===== src/hw/rtl/mfr_pkg.sv =====
// ----------------------------------------------------------------------------
// mfr_pkg
// shared types and constants for the manchester frame receiver
// ----------------------------------------------------------------------------
package mfr_pkg;

    localparam int LINE_W     = 16;
    localparam int BYTE_W     = 8;
    localparam int LEN_W      = 11;
    localparam int KIND_W     = 2;
    localparam int QUEUE_DEPTH = 4;
    localparam int QUEUE_AW    = 2;

    localparam logic [LINE_W-1:0] PREAMBLE_WORD = 16'h6666;
    localparam logic [LINE_W-1:0] SFD_WORD      = 16'ha666;
    localparam logic [LINE_W-1:0] ODD_MASK      = 16'haaaa;
    localparam logic [LINE_W-1:0] EVEN_MASK     = 16'h5555;

    localparam logic [LEN_W-1:0] MAX_FRAME_RESET = 11'd1522;

    localparam logic [KIND_W-1:0] KIND_DATA = 2'd0;
    localparam logic [KIND_W-1:0] KIND_END  = 2'd1;
    localparam logic [KIND_W-1:0] KIND_DROP = 2'd2;

    // classified line word
    typedef struct packed {
        logic              low_zero;
        logic              high_zero;
        logic              valid;
        logic              is_pre;
        logic              is_sfd;
        logic [BYTE_W-1:0] data;
    } mfr_item_t;

endpackage


===== src/hw/rtl/mfr_front.sv =====
// ----------------------------------------------------------------------------
// mfr_front
// accepts line words and classifies them for the frame state machine
// ----------------------------------------------------------------------------
module mfr_front
    import mfr_pkg::*;
(
    input  logic              s_tvalid,
    output logic              s_tready,
    input  logic [LINE_W-1:0] line_word,
    input  logic              q_full,
    output logic              q_push,
    output mfr_item_t         q_item
);

    logic [BYTE_W-1:0] decoded;

    always_comb begin
        for (int i = 0; i < BYTE_W; i++) begin
            decoded[i] = line_word[2*i+1];
        end
    end

    assign s_tready = ~q_full;
    assign q_push   = s_tvalid & ~q_full;

    assign q_item.low_zero  = (line_word[7:0] == 8'h00);
    assign q_item.high_zero = (line_word[15:8] == 8'h00);
    assign q_item.valid     = (((line_word & ODD_MASK) >> 1) == (~line_word & EVEN_MASK));
    assign q_item.is_pre    = (line_word == PREAMBLE_WORD);
    assign q_item.is_sfd    = (line_word == SFD_WORD);
    assign q_item.data      = decoded;

endmodule


===== src/hw/rtl/mfr_queue.sv =====
// ----------------------------------------------------------------------------
// mfr_queue
// short fifo of classified words between front and back
// ----------------------------------------------------------------------------
module mfr_queue
    import mfr_pkg::*;
(
    input  logic      aclk,
    input  logic      aresetn,
    input  logic      push,
    input  mfr_item_t push_item,
    output logic      full,
    input  logic      pop,
    output mfr_item_t pop_item,
    output logic      not_empty
);

    mfr_item_t           mem_reg [QUEUE_DEPTH];
    logic [QUEUE_AW-1:0] wr_ptr_reg, wr_ptr_next;
    logic [QUEUE_AW-1:0] rd_ptr_reg, rd_ptr_next;
    logic [QUEUE_AW:0]   count_reg, count_next;

    assign full      = (count_reg == (QUEUE_AW+1)'(QUEUE_DEPTH));
    assign not_empty = (count_reg != '0);
    assign pop_item  = mem_reg[rd_ptr_reg];

    always_comb begin
        wr_ptr_next = push ? wr_ptr_reg + 1'b1 : wr_ptr_reg;
        rd_ptr_next = pop ? rd_ptr_reg + 1'b1 : rd_ptr_reg;
        count_next  = count_reg;
        if (push && !pop) begin
            count_next = count_reg + 1'b1;
        end else if (pop && !push) begin
            count_next = count_reg - 1'b1;
        end
    end

    always_ff @(posedge aclk) begin
        if (push) begin
            mem_reg[wr_ptr_reg] <= push_item;
        end
    end

    always_ff @(posedge aclk) begin
        if (!aresetn) begin
            wr_ptr_reg <= '0;
            rd_ptr_reg <= '0;
            count_reg  <= '0;
        end else begin
            wr_ptr_reg <= wr_ptr_next;
            rd_ptr_reg <= rd_ptr_next;
            count_reg  <= count_next;
        end
    end

    a_count_bound: assert property (@(posedge aclk) disable iff (!aresetn)
        count_reg <= (QUEUE_AW+1)'(QUEUE_DEPTH))
        else $error("queue count over depth");

    a_push_grows: assert property (@(posedge aclk) disable iff (!aresetn)
        (push && !pop) |=> (count_reg == $past(count_reg) + 1'b1))
        else $error("queue count did not grow on push");

    a_ptr_gap: assert property (@(posedge aclk) disable iff (!aresetn)
        (count_reg == '0) |-> (wr_ptr_reg == rd_ptr_reg))
        else $error("queue pointers apart while empty");

endmodule


===== src/hw/rtl/mfr_back.sv =====
// ----------------------------------------------------------------------------
// mfr_back
// frame state machine and registered result stage
// ----------------------------------------------------------------------------
module mfr_back
    import mfr_pkg::*;
#(
    parameter int PREAMBLE_WORDS = 7
) (
    input  logic              aclk,
    input  logic              aresetn,
    input  logic              cfg_we,
    input  logic [LEN_W-1:0]  cfg_wdata,
    input  logic              q_valid,
    input  mfr_item_t         q_item,
    output logic              q_pop,
    output logic              m_valid,
    input  logic              m_ready,
    output logic [KIND_W-1:0] m_kind,
    output logic [BYTE_W-1:0] m_data,
    output logic [LEN_W-1:0]  m_count
);

    localparam logic [1:0] MODE_HUNT = 2'd0;
    localparam logic [1:0] MODE_READ = 2'd1;
    localparam logic [1:0] MODE_SKIP = 2'd2;
    localparam logic [2:0] PRE_TARGET = 3'(PREAMBLE_WORDS);

    logic [1:0]        mode_reg, mode_next;
    logic [2:0]        pre_reg, pre_next;
    logic [LEN_W-1:0]  len_reg, len_next;
    logic [LEN_W-1:0]  max_reg;
    logic              out_valid_reg, out_valid_next;
    logic [KIND_W-1:0] kind_reg, kind_next;
    logic [BYTE_W-1:0] data_reg, data_next;
    logic [LEN_W-1:0]  count_reg, count_next;
    logic              emit;

    assign q_pop = q_valid & (~out_valid_reg | m_ready);

    always_comb begin
        mode_next  = mode_reg;
        pre_next   = pre_reg;
        len_next   = len_reg;
        emit       = 1'b0;
        kind_next  = kind_reg;
        data_next  = data_reg;
        count_next = count_reg;
        if (q_pop) begin
            unique case (mode_reg)
                MODE_READ: begin
                    emit       = 1'b1;
                    data_next  = '0;
                    count_next = len_reg;
                    if (q_item.low_zero) begin
                        kind_next = KIND_END;
                        mode_next = MODE_HUNT;
                        pre_next  = '0;
                    end else if (len_reg >= max_reg || !q_item.valid) begin
                        kind_next = KIND_DROP;
                        mode_next = q_item.high_zero ? MODE_HUNT : MODE_SKIP;
                        pre_next  = '0;
                    end else begin
                        kind_next = KIND_DATA;
                        data_next = q_item.data;
                        len_next  = len_reg + 1'b1;
                    end
                end
                MODE_SKIP: begin
                    if (q_item.high_zero) begin
                        mode_next = MODE_HUNT;
                        pre_next  = '0;
                    end
                end
                default: begin
                    mode_next = MODE_HUNT;
                    if (q_item.is_pre) begin
                        pre_next = (pre_reg < PRE_TARGET) ? pre_reg + 1'b1 : 3'd1;
                    end else if (q_item.is_sfd && pre_reg == PRE_TARGET) begin
                        mode_next = MODE_READ;
                        len_next  = '0;
                        pre_next  = '0;
                    end else begin
                        pre_next = '0;
                    end
                end
            endcase
        end
        out_valid_next = out_valid_reg;
        if (out_valid_reg && m_ready) begin
            out_valid_next = 1'b0;
        end
        if (emit) begin
            out_valid_next = 1'b1;
        end
    end

    always_ff @(posedge aclk) begin
        if (!aresetn) begin
            mode_reg      <= MODE_HUNT;
            pre_reg       <= '0;
            len_reg       <= '0;
            max_reg       <= MAX_FRAME_RESET;
            out_valid_reg <= 1'b0;
        end else begin
            mode_reg      <= mode_next;
            pre_reg       <= pre_next;
            len_reg       <= len_next;
            out_valid_reg <= out_valid_next;
            if (cfg_we) begin
                max_reg <= cfg_wdata;
            end
        end
    end

    always_ff @(posedge aclk) begin
        if (emit) begin
            kind_reg  <= kind_next;
            data_reg  <= data_next;
            count_reg <= count_next;
        end
    end

    assign m_valid = out_valid_reg;
    assign m_kind  = kind_reg;
    assign m_data  = data_reg;
    assign m_count = count_reg;

    a_mode_code: assert property (@(posedge aclk) disable iff (!aresetn)
        mode_reg != 2'd3)
        else $error("unused mode code reached");

    a_kind_code: assert property (@(posedge aclk) disable iff (!aresetn)
        out_valid_reg |-> (kind_reg == KIND_DATA || kind_reg == KIND_END
                           || kind_reg == KIND_DROP))
        else $error("bad result kind");

    a_data_zero: assert property (@(posedge aclk) disable iff (!aresetn)
        (out_valid_reg && kind_reg != KIND_DATA) |-> (data_reg == '0))
        else $error("data byte set on end or drop");

    a_pre_bound: assert property (@(posedge aclk) disable iff (!aresetn)
        pre_reg <= PRE_TARGET)
        else $error("preamble count over target");

endmodule


===== src/hw/rtl/manchester_frame_receiver.sv =====
// ----------------------------------------------------------------------------
// manchester_frame_receiver
// hunts for preamble and sfd, decodes manchester words into frame bytes
//
// channel   dir  tdata                                 tuser
// s_axis    in   [15:0] line_word                      -
// m_axis    out  [7:0] data_byte, [18:8] byte_count     [1:0] result_kind
// cfg       in   cfg_wdata [10:0] max_frame_bytes      -
//
// one beat per cycle sustained on both sides while m_tready stays high; a beat
// with a result shows on m_ once its word is written into the queue on the
// accepting edge and then popped into the result register
// a four-entry queue decouples word classification from the frame state
// machine, so s_tready drops only when the queue is full
// aresetn is synchronous; it clears the queue and frame state and restores the 1522 byte default limit
// ----------------------------------------------------------------------------
module manchester_frame_receiver
    import mfr_pkg::*;
#(
    parameter int PREAMBLE_WORDS = 7
) (
    input  logic        aclk,
    input  logic        aresetn,
    input  logic        cfg_we,
    input  logic [10:0] cfg_wdata,
    input  logic        s_tvalid,
    output logic        s_tready,
    input  logic [15:0] s_tdata,   // [15:0] line_word
    output logic        m_tvalid,
    input  logic        m_tready,
    output logic [23:0] m_tdata,   // [7:0] data_byte, [18:8] byte_count, rest zero
    output logic [1:0]  m_tuser    // [1:0] result_kind
);

    logic              q_full;
    logic              q_push;
    logic              q_pop;
    logic              q_valid;
    mfr_item_t         push_item;
    mfr_item_t         pop_item;
    logic [BYTE_W-1:0] out_data;
    logic [LEN_W-1:0]  out_count;

    mfr_front u_front (
        .s_tvalid  (s_tvalid),
        .s_tready  (s_tready),
        .line_word (s_tdata),
        .q_full    (q_full),
        .q_push    (q_push),
        .q_item    (push_item)
    );

    mfr_queue u_queue (
        .aclk      (aclk),
        .aresetn   (aresetn),
        .push      (q_push),
        .push_item (push_item),
        .full      (q_full),
        .pop       (q_pop),
        .pop_item  (pop_item),
        .not_empty (q_valid)
    );

    mfr_back #(
        .PREAMBLE_WORDS (PREAMBLE_WORDS)
    ) u_back (
        .aclk      (aclk),
        .aresetn   (aresetn),
        .cfg_we    (cfg_we),
        .cfg_wdata (cfg_wdata),
        .q_valid   (q_valid),
        .q_item    (pop_item),
        .q_pop     (q_pop),
        .m_valid   (m_tvalid),
        .m_ready   (m_tready),
        .m_kind    (m_tuser),
        .m_data    (out_data),
        .m_count   (out_count)
    );

    assign m_tdata = {5'd0, out_count, out_data};

endmodule

===== config.mk =====
export PLATFORM = sky130hd
export DESIGN_NAME = manchester_frame_receiver
export DESIGN_NICKNAME = d
export VERILOG_FILES = /design/src/hw/rtl/mfr_pkg.sv /design/src/hw/rtl/mfr_front.sv /design/src/hw/rtl/mfr_queue.sv /design/src/hw/rtl/mfr_back.sv /design/src/hw/rtl/manchester_frame_receiver.sv
export SDC_FILE = /design/constraint.sdc
export NUM_CORES = 1
export LEC_CHECK = 0
export ABC_AREA = 0
export BUFFER_PORTS_ARGS = -buffer_cell sky130_fd_sc_hd__buf_2
export CORE_UTILIZATION = 50
export CTS_CLUSTER_DIAMETER = 80
export CTS_CLUSTER_SIZE = 14
export DETAILED_ROUTE_END_ITERATION = 8
export GPL_TIMING_DRIVEN = 0
export PLACE_DENSITY = 0.7
export REMOVE_ABC_BUFFERS = 1
export SLEW_MARGIN = 20
export SYNTH_ARGS = -nofsm -noshare
export SYNTH_HDL_FRONTEND = slang
export SYNTH_HIERARCHICAL = 1
export SYNTH_SLANG_ARGS = --single-unit

===== constraint.sdc =====
create_clock -name aclk -period 2.8 [get_ports aclk]
set_input_delay 0.14 -clock aclk [delete_from_list [all_inputs] [get_ports aclk]]
set_output_delay 0.14 -clock aclk [all_outputs]
set_load 0.1 [all_outputs]

* Word-level counts from Yosys, hierarchy flattened *
Memory sizes are Yosys's and may differ from the RTL's. A register that Yosys moved wholly into a read port is not among the register bits.
Cells that the tools add are included.

storage, ports and cells
  register bits = 56
  bits in writable memories = 52
  input port bits = 32
  output and inout port bits = 28
  word-level logic and storage cells = 86
  memories = 1

memory list
  name             depth  bits a word  rd ports  clocked after memory_dff  write ports  RTL line         text
  u_queue.mem_reg  4      13           1         1                         1            mfr_queue.sv:18  mfr_item_t mem_reg [QUEUE_DEPTH];

operators by class
  add/subtract/negate cells = 6
  magnitude comparators = 2
  eq/ne operators = 12
  muxes and demuxes = 29
  bitwise operators = 7
  reductions and logical operators = 18

operators with widths
  operator                 count
  $mux W11                 4
  $pmux W11 S2             1
  $mux W3                  7
  $eq A16 B15 Y1 const B   1
  $eq A16 B16 Y1 const B   1
  $logic_not A8 Y1         2
  $mux W2                  8
  $not A15 Y15             1
  $add A11 B1 Y11 const B  1
  $ge A11 B11 Y1           1
  $eq A8 B8 Y1             1
  $mux W1                  7
  $add A3 B1 Y3 const B    2
  $eq A3 B3 Y1 const B     2
  $pmux W3 S2              1
  $reduce_and A3 Y1        2
  $reduce_and A6 Y1        1
  $reduce_bool A2 Y1       3
  $add A2 B1 Y2 const B    2
  $logic_and A1 B1 Y1      4
  $ne A2 B1 Y1 const B     2
  $ne A2 B2 Y1 const B     2
  $pmux W2 S2              1
  $logic_not A1 Y1         3
  other kinds (11)         14

* Depth between registers and ports, before layout *
  depth after elaboration = 7
  mapped depth = 10
  gate-level depth less buffers = 10

* Cells and area by module *
Netlist, hierarchy kept.

modules (own cells, without submodules)
  module                     instances  cells an instance  area an instance (um^2)  seq. area each (um^2)
  mfr_back                   1          237                2426.1                   1191.1
  mfr_queue                  1          110                2328.5                   1741.7
  mfr_front                  1          53                 402.9                    0.0
  manchester_frame_receiver  1          6                  41.3                     0.0

* Worst setup path before layout *
Ideal clock, no wire load.

  kind = reg-to-reg
  start point = register u_back.out_valid_reg (netlist: u_back/m_valid)
  end point = register u_queue.count_reg[2]
  library setup time = 0.076 ns
  arrival = 2.603 ns
  path slack = 0.121 ns
  stages on the path, launching flop included = 11
  path buffers = 0
  clock period less this slack = 2.679 ns
  cells stage by stage = dfxtp_1 > nand2b_1 > nand2_1 > inv_1 > inv_1 > ha_1 > inv_1 > fa_1 > xor2_1 > or3_1 > a21boi_0

on the way
  cells in the longest elaborated chain, start to end = 6
  elaborated cells between the ends (all ways) = 8
  classes of those cells = 1 x mux; 3 x bitwise; 4 x reduce/logical

ends and longest elaborated chain
  item                                           RTL line                         text
  start: declaration                             mfr_back.sv:33                   logic out_valid_reg, out_valid_next;
  start signal: assignment                       mfr_back.sv:109                  out_valid_reg <= out_valid_next;
  $not A1 Y1 (*)                                 mfr_back.sv:39                   assign q_pop = q_valid & (~out_valid_reg | m_ready);
  $or A1 B1 Y1 (*)                               mfr_back.sv:39
  $and A1 B1 Y1 (*)                              mfr_back.sv:39
  named net q_pop                                manchester_frame_receiver.sv:37  logic q_pop;
  $logic_not A1 Y1                               mfr_queue.sv:31                  if (push && !pop) begin
  $logic_and A1 B1 Y1                            mfr_queue.sv:31
  $mux W3 or $reduce_bool A2 Y1 (tied branches)  -
  end signal: assignment                         mfr_queue.sv:52                  count_reg <= count_next;
  end: declaration                               mfr_queue.sv:21                  logic [QUEUE_AW:0] count_reg, count_next;

Mark *: on every way through the listed nets, which the timed path passes. The rest lies on a longest branch.
A chain may end at the register's enable or synchronous reset.

==> impl_results.md <==
* Number of endpoints failing setup at the final stage at 0
* Drt total wl at ~8600 um
* Synthesized cell area at roughly 0.0052 sq mm
* Iteration-0 DRC count of the detailed router at between 100 and 150
* Number of synthesized flops with an enable pin at 73
* Antenna violations before repair at 0
* Count of antenna-violating nets left after detailed routing at 0
* Horizontal die dimension at 104.0 um
* Data required time at the worst endpoint at 3.05 ns
* Overall die area at ~0.011 sq mm
* Max clock buf depth at 2
* Clock root buffer master: clkbuf_8
* Clock tree skew after final layout at 0.007713 ns
* Number of input and output port buffers inserted at 54
* Setup crit start kind: register
* Number of standard cells after synthesis at about 410
* Worst hold path class: input pin to register
* DRT Pass-1 Iters at 4
* Power density over cell area at about 640 mW/mm^2
* Core footprint at ~0.0099 sq mm
* Clk Latency, worst-skew pair at roughly 0.36 ns
* Number of sinks on the clock net at 110
* Share of the synthesized area in the top cell type at 0.4217
* Leak at 2.263 nW
* CTS tree: yes
* Share of the clock period used by the worst path after layout at 0.9030
* Maximum fanout along the worst path at 13
* Critical Path Sink Type: register
* Highest clock frequency the design can meet at 395.5 MHz
* Average wire per standard cell at 14.44 um
* GP Congestion at between 0.8 and 0.9
* Top-count cell post-synth: edfxtp_1
* Number of vias in the routed layout at 3,130
* Top post-synthesis cells by area: edfxtp_1 (42%), dfxtp_1 (14%), ha_1 (9.1%)
* PnR Total Power at approximately 3.7 mW
* Fin. max-slew vios at 0
* Depth of the CTS H-tree at 3
* Number of nets in the final layout at 531
* Clk slew on worst S/H paths at 0.10 ns
* Worst Max-Slew Pin Slew at approximately 1 ns
* RSZ-0062 raised after global routing: no
* Avg Cell Area, Syn at 12.80 sq um
* Last element of the critical path: u_back/len_reg[7]
* GR Overflow Total at 0
* Clock buffer count from CTS at 9
* Run status: finished, final reports clean
* Largest register FFs at 52
* Overall global routing resource usage at 0.1690
* Reg2Reg Capture Point: u_back/len_reg[7]
* Synthesis warning total at 6
* Number of global-route vias before repair at slightly above 3,000
* Share of synthesized flip-flops with an asynchronous set or reset at 0
* DIE HEIGHT at between 100 and 150 um
* Number of register bits inferred by synthesis at between 100 and 150
* Unique masters post-synth at 48
* Classification of the worst setup path: register to register
* Worst supply voltage drop on vdd at just under 300 uV
* Number of antenna diodes at 0
* Worst-case headroom to the max-slew limit at 0.3375
* Number of vias per cell at 5.234
* Dominant cell type by area after synthesis: edfxtp_1
* Reg2Reg Depth at 5
* Initial standard-cell utilization of the core at 0.5246
* Placement Setup Slack at -0.5356 ns
* Beginning of the worst hold path: s_tdata[13]
* Detailed placer's ending HPWL at 6032 um
* Area growth from synthesis to layout at 10.45%
* Period minus WS final at roughly 2.5 ns
* Arrival time worst endpoint at 2.77 ns
* Layout fillers at between 800 and 900
* Register-to-Register Setup Slack at about 0.27 ns
* Share of cells above drive strength 1 at 0.2000
* Floorplan row count at 36
* Portion of the post-synthesis area used by sequential elements at 0.5641
* Residual DRC count at 0
* Ys flop type: edfxtp_1
* Global-route wire length before repair at 14,430 um
* Final hold violations at 0
* Worst setup margin at 0.2717 ns
* Maximum number of pins on one net before global-route repair at 42
* I/O pin total at 60
* # Max-Cap Violations at 0
* Cell types with the highest counts after synthesis: edfxtp_1 (73), inv_1 (50), ha_1 (38)
## logic make-up (layout without fill, tap and decap cells)
family / count (synthesis) / in the layout / synth area share
compound gates: 41 / 41 / 0.06570
xor+xnor: 5 / 5 / 0.008425
fa+ha+maj: 39 / 39 / 0.09531
buf+inv: 75 / 130 / 0.07172
flops: 110 / 110 / 0.5641
mux: 24 / 24 / 0.07967
other cells: 1 / 5 / 0.0007213
simple gates: 111 / 111 / 0.1143
## through the flow
| step | area (sq um) | hold WS, ns | TNS [ns] | instances | util |
|---|---|---|---|---|---|
| global route | 5742 | 0.006258 | 0 | 598 | 0.5794 |
| floorplan | 5029 | 0.2386 | 0 | 385 | - |
| global placement | 5465 | 0.3560 | -5.317 | 572 | 0.5515 |
| CTS | 5742 | 0.0005091 | 0 | 598 | 0.5794 |
| detailed placement | 5465 | 0.3666 | -5.496 | 572 | 0.5515 |
| finish | 5742 | 0.01522 | 0 | 598 | 0.5794 |
## cell type report
cell class | count | area (sq um) | share of cell area
sequential | 110 | 2934 | 0.5110
multi-input combinational | 225 | 1908 | 0.3323
timing repair buffer | 64 | 365.4 | 0.06363
inverter | 50 | 187.7 | 0.03269
tap | 133 | 166.4 | 0.02898
clock buffer | 9 | 123.9 | 0.02157
clock inverter | 7 | 56.30 | 0.009806
## placed cells by master (no fill, tap or decap), types with 11 or more instances in the layout
cell and n:
buf_2 54, inv_1 50, nand4_1 13, dfxtp_1 36, nor2_1 15, nand2_1 30
edfxtp_1 73, ha_1 38, mux2i_1 11, nand3_1 11
## per-layer routing
layer	vias up	GRT usage	part of all wire	wire length, um
met2	66	0.3014	0.52	4454
met3	13	0.03446	0.033	285
met1	1501	0.2027	0.44	3769
met4	0	0.05816	0.014	125
met5	-	0	0	0
li1	1550	-	-	-
## power by group
part           internal, mW  leakage (nW)  switching, mW
registers              1.88         0.955          0.122
clock network         0.336        0.0911          0.535
logic                 0.375          1.22          0.432
## worst min-delay path by stage
stage          slack, ns                     to  depth (start not counted)
2_1_floorplan       0.24     u_back/max_reg[10]                          1
3_3_place_gp        0.36      u_back/max_reg[1]                          3
3_5_place_dp        0.37      u_back/max_reg[8]                          3
4_1_cts           0.0005  u_queue/mem_reg[1][6]                          1
5_1_grt            0.006  u_queue/mem_reg[2][1]                          1
6_report            0.02  u_queue/mem_reg[1][6]                          1
## worst max-delay path: stages (launching register included)
cell,delay [ns]
dfxtp_2,0.63
mux4_1,0.70
nand4bb_1,0.30
a2111oi_4,0.29
a21o_2,0.34
o221ai_1,0.14
## repair_timing
item	CTS	global route
hold endpoints to repair	11	0
hold buffers	8	0
endpoints found under the setup margin	11	0
buffers inserted	2	0
resized for setup	1	0
(Power assumes the default switching activity.)
